### src/rtl/nonzero_window_average_macros.svh
// assertion helpers, clocked on clk_i and quiet while rst_ni is low
`ifndef NONZERO_WINDOW_AVERAGE_MACROS_SVH
`define NONZERO_WINDOW_AVERAGE_MACROS_SVH

// same-cycle implication
`define NWA_ASSERT_NOW(lbl, ante, cons, msg) \
  lbl: assert property (@(posedge clk_i) disable iff (!rst_ni) (ante) |-> (cons)) \
    else $error(msg);

// next-cycle implication
`define NWA_ASSERT_NEXT(lbl, ante, cons, msg) \
  lbl: assert property (@(posedge clk_i) disable iff (!rst_ni) (ante) |=> (cons)) \
    else $error(msg);

`endif

### src/rtl/nwa_pkg.sv
`timescale 1ns / 1ps

package nwa_pkg;

  localparam int unsigned AverageBits = 12;
  localparam int unsigned CountBits   = 5;

  typedef enum logic [1:0] {
    ST_IDLE,
    ST_LOAD,
    ST_DIV,
    ST_DONE
  } nwa_state_e;

endpackage

### src/rtl/nwa_ram.sv
`timescale 1ns / 1ps

module nwa_ram #(
  parameter int unsigned WIDTH = 12,
  parameter int unsigned DEPTH = 30,
  localparam int unsigned AddrW = (DEPTH > 1) ? $clog2(DEPTH) : 1
) (
  input  logic             clk_i,
  input  logic             we_i,
  input  logic [AddrW-1:0] waddr_i,
  input  logic [WIDTH-1:0] wdata_i,
  input  logic             re_i,
  input  logic [AddrW-1:0] raddr_i,
  output logic [WIDTH-1:0] rdata_o
);

  logic [WIDTH-1:0] mem_q [DEPTH];
  logic [WIDTH-1:0] rdata_q;

  always_ff @(posedge clk_i) begin
    if (we_i) begin
      mem_q[waddr_i] <= wdata_i;
    end
    if (re_i) begin
      rdata_q <= mem_q[raddr_i];
    end
  end

  assign rdata_o = rdata_q;

endmodule

### src/rtl/nwa_div.sv
`timescale 1ns / 1ps

// restoring divider, one quotient bit per cycle
module nwa_div #(
  parameter int unsigned NUM_W = 17,
  parameter int unsigned DEN_W = 5
) (
  input  logic             clk_i,
  input  logic             rst_ni,
  input  logic             start_i,
  input  logic [NUM_W-1:0] dividend_i,
  input  logic [DEN_W-1:0] divisor_i,
  output logic             done_o,
  output logic [NUM_W-1:0] quotient_o
);

  localparam int unsigned StepW = $clog2(NUM_W + 1);

  logic             busy_q, busy_d;
  logic             done_q, done_d;
  logic [StepW-1:0] step_q, step_d;
  logic [DEN_W-1:0] rem_q, rem_d;
  logic [DEN_W-1:0] den_q, den_d;
  logic [NUM_W-1:0] quo_q, quo_d;
  logic [DEN_W:0]   trial;
  logic [DEN_W:0]   diff;
  logic             fits;

  assign trial = {rem_q, quo_q[NUM_W-1]};
  assign diff  = trial - {1'b0, den_q};
  assign fits  = trial >= {1'b0, den_q};

  always_comb begin
    busy_d = busy_q;
    done_d = 1'b0;
    step_d = step_q;
    rem_d  = rem_q;
    den_d  = den_q;
    quo_d  = quo_q;
    if (start_i) begin
      busy_d = 1'b1;
      step_d = StepW'(NUM_W);
      rem_d  = '0;
      den_d  = divisor_i;
      quo_d  = dividend_i;
    end else if (busy_q) begin
      rem_d  = fits ? diff[DEN_W-1:0] : trial[DEN_W-1:0];
      quo_d  = {quo_q[NUM_W-2:0], fits};
      step_d = step_q - StepW'(1);
      if (step_q == StepW'(1)) begin
        busy_d = 1'b0;
        done_d = 1'b1;
      end
    end
  end

  always_ff @(posedge clk_i or negedge rst_ni) begin
    if (!rst_ni) begin
      busy_q <= 1'b0;
      done_q <= 1'b0;
      step_q <= '0;
    end else begin
      busy_q <= busy_d;
      done_q <= done_d;
      step_q <= step_d;
    end
  end

  always_ff @(posedge clk_i) begin
    rem_q <= rem_d;
    den_q <= den_d;
    quo_q <= quo_d;
  end

  assign done_o     = done_q;
  assign quotient_o = quo_q;

endmodule

### src/rtl/nonzero_window_average.sv
`timescale 1ns / 1ps
`include "nonzero_window_average_macros.svh"

// Moving average over the last WINDOW_LEN samples, zero samples left out.
// Input channel: sample_i with in_valid_i / in_stall_o; one item per sample.
// Output channel: average_o and nonzero_count_o with out_valid_o / out_stall_i,
// exactly one result item per input item, in order.
// Each item reads the overwritten ring entry, updates the running sum and
// nonzero count, then divides sum by count in the restoring divider
// that makes one quotient bit per cycle. That divider loop sets the rate:
// the next item is taken only once the result of the last one has been
// loaded into the output register. When the window holds no nonzero entry
// the divider is skipped, the average is zero and the state goes from load
// straight to done. in_stall_o is high while an item is being worked on.
// The result sits in an output register; if the receiver stalls, a
// finished result waits there and the next item may still be accepted
// and worked on, holding before its own hand-off.
// Reset clears the ring (through per-entry valid bits), the write slot,
// the running sum and count, and drops any pending result.
module nonzero_window_average #(
  parameter int unsigned WINDOW_LEN  = 30,
  parameter int unsigned SAMPLE_BITS = 12
) (
  input  logic                           clk_i,
  input  logic                           rst_ni,
  input  logic                           in_valid_i,
  output logic                           in_stall_o,
  input  logic [11:0]                    sample_i,
  output logic                           out_valid_o,
  input  logic                           out_stall_i,
  output logic [nwa_pkg::AverageBits-1:0] average_o,
  output logic [nwa_pkg::CountBits-1:0]   nonzero_count_o
);

  import nwa_pkg::*;

  localparam int unsigned IdxW  = (WINDOW_LEN > 1) ? $clog2(WINDOW_LEN) : 1;
  localparam int unsigned CntW  = $clog2(WINDOW_LEN + 1);
  localparam int unsigned SumW  = SAMPLE_BITS + CntW;
  localparam int unsigned SampW = 12;

  nwa_state_e state_q, state_d;

  logic                   accept;
  logic                   div_start;
  logic                   ram_we;
  logic                   load_out;
  logic                   skip_div;

  logic [SAMPLE_BITS-1:0] sample_q;
  logic [IdxW-1:0]        slot_q, slot_d;
  logic [WINDOW_LEN-1:0]  entry_vld_q, entry_vld_d;
  logic                   old_vld_q;
  logic [SumW-1:0]        sum_q, sum_d;
  logic [CntW-1:0]        cnt_q, cnt_d;
  logic [SumW-1:0]        res_q;
  logic                   out_valid_q;
  logic [AverageBits-1:0] avg_q;
  logic [CountBits-1:0]   cnt_out_q;

  logic [SAMPLE_BITS+SampW-1:0] sample_ext;
  logic [SAMPLE_BITS-1:0]       fresh;
  logic [SAMPLE_BITS-1:0]       rd_data;
  logic [SAMPLE_BITS-1:0]       old_val;
  logic                         div_done;
  logic [SumW-1:0]              quotient;
  logic [SumW+AverageBits-1:0]  avg_ext;
  logic [CntW+CountBits-1:0]    cnt_ext;

  // keep only the low SAMPLE_BITS bits of the converter reading
  assign sample_ext = {{SAMPLE_BITS{1'b0}}, sample_i};
  assign fresh      = sample_ext[SAMPLE_BITS-1:0];

  assign accept   = in_valid_i && !in_stall_o;
  assign old_val  = old_vld_q ? rd_data : '0;
  assign skip_div = (cnt_d == '0);

  // next state
  always_comb begin
    state_d = state_q;
    case (state_q)
      ST_IDLE: begin
        if (in_valid_i) begin
          state_d = ST_LOAD;
        end
      end
      ST_LOAD: begin
        state_d = skip_div ? ST_DONE : ST_DIV;
      end
      ST_DIV: begin
        if (div_done) begin
          state_d = ST_DONE;
        end
      end
      ST_DONE: begin
        if (!out_valid_q || !out_stall_i) begin
          state_d = ST_IDLE;
        end
      end
      default: state_d = ST_IDLE;
    endcase
  end

  // control outputs
  always_comb begin
    in_stall_o = 1'b1;
    div_start  = 1'b0;
    ram_we     = 1'b0;
    load_out   = 1'b0;
    case (state_q)
      ST_IDLE: in_stall_o = 1'b0;
      ST_LOAD: begin
        ram_we    = 1'b1;
        div_start = !skip_div;
      end
      ST_DIV:  ;
      ST_DONE: load_out = !out_valid_q || !out_stall_i;
      default: ;
    endcase
  end

  // running sum and count: drop the overwritten entry, add the new one
  always_comb begin
    sum_d       = sum_q - SumW'(old_val) + SumW'(sample_q);
    cnt_d       = cnt_q - CntW'(old_val != '0) + CntW'(sample_q != '0);
    slot_d      = (slot_q == IdxW'(WINDOW_LEN - 1)) ? '0 : slot_q + IdxW'(1);
    entry_vld_d = entry_vld_q;
    entry_vld_d[slot_q] = 1'b1;
  end

  always_ff @(posedge clk_i or negedge rst_ni) begin
    if (!rst_ni) begin
      state_q     <= ST_IDLE;
      slot_q      <= '0;
      entry_vld_q <= '0;
      sum_q       <= '0;
      cnt_q       <= '0;
      out_valid_q <= 1'b0;
    end else begin
      state_q <= state_d;
      if (ram_we) begin
        slot_q      <= slot_d;
        entry_vld_q <= entry_vld_d;
        sum_q       <= sum_d;
        cnt_q       <= cnt_d;
      end
      if (load_out) begin
        out_valid_q <= 1'b1;
      end else if (!out_stall_i) begin
        out_valid_q <= 1'b0;
      end
    end
  end

  always_ff @(posedge clk_i) begin
    if (accept) begin
      sample_q  <= fresh;
      old_vld_q <= entry_vld_q[slot_q];
    end
    if (ram_we && skip_div) begin
      res_q <= '0;
    end else if (div_done) begin
      res_q <= quotient;
    end
    if (load_out) begin
      avg_q     <= avg_ext[AverageBits-1:0];
      cnt_out_q <= cnt_ext[CountBits-1:0];
    end
  end

  assign avg_ext = {{AverageBits{1'b0}}, res_q};
  assign cnt_ext = {{CountBits{1'b0}}, cnt_q};

  nwa_ram #(
    .WIDTH (SAMPLE_BITS),
    .DEPTH (WINDOW_LEN)
  ) u_ring (
    .clk_i   (clk_i),
    .we_i    (ram_we),
    .waddr_i (slot_q),
    .wdata_i (sample_q),
    .re_i    (accept),
    .raddr_i (slot_q),
    .rdata_o (rd_data)
  );

  nwa_div #(
    .NUM_W (SumW),
    .DEN_W (CntW)
  ) u_div (
    .clk_i      (clk_i),
    .rst_ni     (rst_ni),
    .start_i    (div_start),
    .dividend_i (sum_d),
    .divisor_i  (cnt_d),
    .done_o     (div_done),
    .quotient_o (quotient)
  );

  assign out_valid_o     = out_valid_q;
  assign average_o       = avg_q;
  assign nonzero_count_o = cnt_out_q;

  `NWA_ASSERT_NOW(a_cnt_range, 1'b1, cnt_q <= CntW'(WINDOW_LEN), "nonzero count above window")
  `NWA_ASSERT_NOW(a_empty_sum, cnt_q == '0, sum_q == '0, "sum nonzero with empty window")
  `NWA_ASSERT_NEXT(a_accept_load, accept, state_q == ST_LOAD, "accepted item not loaded")
  `NWA_ASSERT_NOW(a_div_done, div_done, state_q == ST_DIV, "divider done outside divide")
  `NWA_ASSERT_NEXT(a_hold_result, state_q == ST_DONE && out_valid_q && out_stall_i,
                   state_q == ST_DONE, "result left while output stalled")

endmodule

### config.mk
export PLATFORM = sky130hd
export DESIGN_NAME = nonzero_window_average
export DESIGN_NICKNAME = d
export VERILOG_FILES = /design/src/rtl/nwa_pkg.sv /design/src/rtl/nwa_ram.sv /design/src/rtl/nwa_div.sv /design/src/rtl/nonzero_window_average.sv
export VERILOG_INCLUDE_DIRS = /design/src /design/src/rtl
export SDC_FILE = /design/constraint.sdc
export NUM_CORES = 1
export LEC_CHECK = 0
export BUFFER_PORTS_ARGS = -buffer_cell sky130_fd_sc_hd__buf_2
export CAP_MARGIN = 20
export CORE_ASPECT_RATIO = 1.5
export CORE_MARGIN = 5
export CORE_UTILIZATION = 45
export DETAILED_ROUTE_END_ITERATION = 6
export GPL_ROUTABILITY_DRIVEN = 0
export GPL_TIMING_DRIVEN = 0
export MAX_ROUTING_LAYER = met4
export PLACE_DENSITY_LB_ADDON = 0.12
export SKIP_LAST_GASP = 1
export SYNTH_ARGS = -nofsm -noshare
export SYNTH_HDL_FRONTEND = slang
export SYNTH_SLANG_ARGS = --single-unit
### constraint.sdc
create_clock -name clk_i -period 4.3 [get_ports clk_i]
set_input_delay 0.86 -clock clk_i [delete_from_list [all_inputs] [get_ports clk_i]]
set_output_delay 0.86 -clock clk_i [all_outputs]
set_load 0.02 [all_outputs]
### Word-level counts from Yosys, hierarchy flattened

Memory sizes are Yosys's and may differ from the RTL's. A register that Yosys moved wholly into a read port is not among the register bits.
Index checks and enable logic that the tools add are counted.

| word-level totals | value |
|---|---|
| register bits | 136 |
| bits in writable memories | 360 |
| output and inout port bits | 19 |
| logic and storage cells | 81 |
| memories | 1 |

Memories:

| name | words | bits a word | rd ports | clocked after Yosys merged registers in | wr ports | RTL line | RTL |
|---|---|---|---|---|---|---|---|
| u_ring.mem_q | 30 | 12 | 1 | 1 | 1 | nwa_ram.sv:17 | `logic [WIDTH-1:0] mem_q [DEPTH];` |

| operators by class | value |
|---|---|
| add/sub/neg operators | 7 |
| magnitude comparators | 3 |
| eq/ne operators | 9 |
| muxes and demuxes | 30 |
| bitwise operators | 1 |
| reductions and logical operators | 13 |

Operators with widths:

| operator | count |
|---|---|
| two-way mux 17 bit | 2 |
| bitwise OR 30 bit | 1 |
| nonzero test 12 bit | 2 |
| two-way mux 5 bit | 4 |
| adder 17 x 12 -> 17 bit | 1 |
| two-way mux 1 bit | 17 |
| subtractor 17 x 12 -> 17 bit | 1 |
| two-way mux 12 bit | 1 |
| one-hot mux 2 bit (4 select lines) | 1 |
| >= comparator 6 x 5 -> 1 bit | 1 |
| < comparator 5 x 6 -> 1 bit, second input constant | 1 |
| two-way mux 2 bit | 3 |
| adder 5 x 1 -> 5 bit | 1 |
| adder 5 x 1 -> 5 bit, second input constant | 1 |
| binary-select mux 1 bit (select 5 bit) | 1 |
| demux 1 bit (select 5 bit) | 1 |
| == test 5 x 1 -> 1 bit, second input constant | 1 |
| == test 5 bit, second input constant | 1 |
| >= comparator 5 x 1 -> 1 bit, second input constant | 1 |
| zero test 5 bit | 1 |
| subtractor 5 x 1 -> 5 bit | 1 |
| subtractor 5 x 1 -> 5 bit, second input constant | 1 |
| subtractor 5 bit | 1 |
| == test 2 bit, second input constant | 2 |
| 9 further kinds | 15 |

### Longest topological paths before layout

| logic depth | value |
|---|---|
| depth after elaboration | 8 |
| mapped depth | 16 |
| gate-level depth less buffers | 13 |

### Modules after synthesis

Synthesis repeated with hierarchy kept, for this count alone.

| second synthesis, totals | value |
|---|---|
| cell total of the unflattened synthesis | 1314 |
| area total of the unflattened synthesis | 21788.4 um^2 |

By module, submodules not included:

| module | instances | cells an instance | area an instance (um^2) |
|---|---|---|---|
| nwa_ram | 1 | 676 | 14523.9 |
| nonzero_window_average | 1 | 509 | 5579.1 |
| nwa_div | 1 | 129 | 1685.4 |

### Least setup slack after synthesis

Ideal clock, no wire load.

| timing | value |
|---|---|
| kind | flip-flop to flip-flop |
| from | register sample_q[8] |
| to | register u_div.quo_q[0] (netlist: u_div.quotient_o[0]), enable pin |
| data arrival time | 3.335 ns |
| setup slack | 0.594 ns |
| cell stages (with the launch flop) | 12 |
| period minus slack after synthesis | 3.706 ns |
| path through | edfxtp_1 nor4_1 and3_1 ha_1 inv_1 ha_1 fa_1 xor2_1 or3_1 o31ai_4 clkbuf_1 nand2_1 |

| on the way | value |
|---|---|
| longest elaborated chain between the ends | 6 |

Ends and longest elaborated chain:

| what | RTL line | RTL |
|---|---|---|
| from (decl) | nonzero_window_average.sv:50 | `logic [SAMPLE_BITS-1:0] sample_q;` |
| from (signal assigned) | nonzero_window_average.sv:157 | `sample_q <= fresh;` |
| nonzero test 12 bit | nonzero_window_average.sv:125 | `cnt_d = cnt_q - CntW'(old_val != '0) + CntW'(sample_q != '0);` |
| adder 5 x 1 -> 5 bit | nonzero_window_average.sv:125 |  |
| via cnt_d[2] | nonzero_window_average.sv:55 | `logic [CntW-1:0] cnt_q, cnt_d;` |
| zero test 5 bit | nonzero_window_average.sv:76 | `assign skip_div = (cnt_d == '0);` |
| zero test 1 bit | nonzero_window_average.sv:114 | `div_start = !skip_div;` |
| two-way mux 1 bit | nonzero_window_average.sv:110 | `case (state_q)` |
| nonzero test 2 bit (no line) | n/a |  |
| to (signal assigned) | nwa_div.sv:72 | `quo_q <= quo_d;` |
| to (decl) | nwa_div.sv:24 | `logic [NUM_W-1:0] quo_q, quo_d;` |

The timed path passes the listed nets, and every way through them passes these cells.
A chain may end at the register's enable or synchronous reset.

### Final worst setup path

| timing | value |
|---|---|
| from | register sample_q[10] |
| to | register u_div.quo_q[6] (netlist: u_div.quotient_o[6]), enable pin |

The elaborated chain is that of the path after synthesis.

==> flow_summary.ini <==
[routing]
drc = 0
finalWirelength_mm = 52.9
post_drt_wl_per_cell_um = 26.3
viasPerCell = 5.62
drtIter0Drc = 796
via_count = 11300
dr.pass1.iters = 5
ant_nets = 0

[worst_setup_path]
start_kind = register
reg2reg_slack_ns = 0.20
crit_arrival_ns = 4.33
required_ns = 4.53
worstReg2RegEnd = u_div.quotient_o[6]
crit_path_end_kind = register
rr_worst_depth = 12
path_max_fanout = 23
reg2reg_from = sample_q[10]
crit_start = sample_q[10]
worstSetupPathType = reg -> reg

[synth]
syn_area_um2 = 21000
synth_cells = 1245
synth-edff-count = 424
ys_ff_latch = 508
synth.distinct_cells = 57
yosysSeqAreaShare_pct = 70.3
yosys_most_used_dff = edfxtp_1
synthArstFlopShare_pct = 13.2
yosys_warnings = 0
syn_avg_cell_area_um2 = 16.8
synth_nets = 1313

[floorplanning]
die_h_um = 274
start_util_pct = 45.1
core-area_um2 = 46500
ios = 35
fp-row-count = 97
dieArea_um2 = 51100
die_w_um = 186

[hold_path]
hold_class = in -> async

[timing]
slew_viol_final = 0
timing.hold.ws_ns = 0.142
fin_worst_skew_ns = 0.0261
rsz0062_at_grt = no
tns_ns = 0
finalSetupViolCount = 0
setup_ws_ns = 0.203
post-route-period-util_pct = 95.3
worst_pin_slew_ns = 1.07
slew_headroom_pct = 28.4
finalCriticalPeriod_ns = 4.10
hold_viol = 0
max_freq_ghz = 0.244

[finish]
area_delta_synth_final_pct = 16.3
diodes = 0
nets = 1449
multi_input_area_um2 = 5740
fillerInstances = 3769
regArea_um2 = 14700
drive_above_1_share_pct = 23.7

[clocking]
clk_path_buf_depth = 3
clock_sinks = 508
cts-root-buf = clkbuf_16
tritoncts = done
cts_buffers = 48
clock_latency_ns = 0.58
htree_levels = 2
path_clk_slew_ns = 0.06

[global_route]
grt_pass1_vias = 12000
grt.total_usage_pct = 21.8
antenna_found_initial = 1
grt_pass1_wl_mm = 78.4
grt_overflow = 0
grt_max_degree = 58

[placed_design]
io_buffer_count = 34
pre_cts_ws_ns = -0.586
dp_hpwl_mm = 38.0

[power_and_ir_drop]
power_leakage_nw = 8.80
power.density_nw_per_um2 = 757
vdd_ir_drop_max_mv = 0.358

[flow_run]
drv_cap = 0

[run_status]
status = complete, no violations
==> flip-flops by register name, indices dropped and copies added (netlist names), 2 cells and up <==
register and flops:
average_o 12, cnt_q 5, entry_vld_q 30, nonzero_count_o 5, res_q 12, sample_q 12, slot_q 5, state_q 2
sum_q 17, u_div.den_q 5, u_div.quotient_o 17, u_div.rem_q 5, u_div.step_q 5, u_ring.mem_q 360, u_ring.rdata_o 12
==> through the flow <==
step	cells	area [um2]	total power, W	utilization, %
3_3_place_gp	1873	21900	0.0138	47.1
6_report	2015	24400	0.0185	52.5
2_1_floorplan	1245	21000	0.0116	-
5_1_grt	2015	24400	0.0195	52.5
4_1_cts	2012	24400	0.0186	52.4
3_5_place_dp	1917	22600	0.0140	48.6
==> cell families (layout without fill, tap and decap cells) <==
family	count (synthesis)	count (layout)	share of synthesized area, %
DFF	508	508	70.3
AOI/OAI and AO/OA	153	153	4.94
adders and majority gates	52	52	3.60
xor gates and xnor gates	25	25	1.11
muxes	134	134	12.0
and+or+nand+nor	246	246	5.63
buffers and inverters	127	303	2.42
==> cell type report <==
cell class	instances	area share, %
flip-flops and latches	508	60.5
multi-input cells	610	23.5
clock buffers	66	5.79
repair buffers	86	3.81
well taps	594	3.05
clock inverters	24	1.28
inverters	76	1.17
plain buffers	51	0.918
==> per-layer routing <==
| layer | wire length [um] | GRT usage [%] |
|---|---|---|
| met1 | 19400 | 24.9 |
| met2 | 29300 | 39.3 |
| met3 | 2220 | 2.36 |
| met4 | 2040 | 7.83 |
| met5 | 0 | - |
==> Yosys cell counts (all sizes together) (14+ instances only) <==
master  instances  share of area [%]
xnor2          17               0.71
a21oi          32               0.80
mux2i          30                1.4
inv            76                1.4
fa             14                1.3
nand4          17               0.51
dfxtp          17                1.6
nor2           79                1.4
edfxtp        424                 61
ha             38                2.3
a22oi          39                1.4
dfrtp          67                8.0
buf            21               0.52
nand2          64                1.1
clkbuf         30               0.54
o21ai          27               0.64
mux4           92                9.9
and2           15               0.45
or2            32               0.95
==> power breakdown <==
| part | switching [W] | internal, W |
|---|---|---|
| Clock | 0.00185 | 0.00268 |
| Sequential | 0.000414 | 0.00637 |
| Combinational | 0.00427 | 0.00288 |
| Total | 0.00653 | 0.0119 |
==> how the worst max path moves through the flow <==
stage / slack [ns] / depth (start not counted) / end
finish: 0.20 / 12 / u_div.quotient_o[6]
global route: 0.04 / 15 / u_div.quotient_o[6]
CTS: 0.01 / 11 / u_div.quotient_o[1]
detailed placement: -0.59 / 11 / u_div.quotient_o[14]
global placement: -0.81 / 12 / u_div.quotient_o[14]
floorplan: 0.59 / 11 / u_div.quotient_o[0]
==> cells in the final DEF (no fill, tap or decap), types with 13 or more instances in the layout <==
| cell type | count |
|---|---|
| edfxtp_1 | 424 |
| mux4_2 | 92 |
| inv_1 | 75 |
| nor2_1 | 74 |
| dfrtp_1 | 67 |
| nand2_1 | 63 |
| clkbuf_16 | 50 |
| buf_2 | 45 |
| a22oi_1 | 39 |
| ha_1 | 38 |
| clkbuf_1 | 34 |
| or2_2 | 32 |
| mux2i_1 | 30 |
| a21oi_1 | 30 |
| o21ai_0 | 25 |
| buf_4 | 21 |
| xnor2_1 | 17 |
| nand4_1 | 17 |
| dfxtp_1 | 17 |
| and2_1 | 15 |
| buf_6 | 15 |
| fa_1 | 14 |
| buf_16 | 13 |
==> critical path, stage by stage, from the launching register on <==
cell	delay, ns
edfxtp_1	0.62
buf_16	0.27
nor4_1	0.27
and3_1	0.21
ha_1	0.22
inv_1	0.05
ha_1	0.17
fa_1	0.46
or3_1	0.47
o31ai_4	0.23
buf_4	0.19
clkbuf_2	0.25
nand2_2	0.31
==> timing repair <==
item | 4_1_cts | 5_1_grt
pin swaps | 0 | 1
gates cloned | 0 | 0
setup buffers | 5 | 3
setup endpoints to repair | 41 | 37
hold buffers | 0 | 0
resized for setup | 3 | 1
No activity file was read; power rests on OpenSTA's default activity.
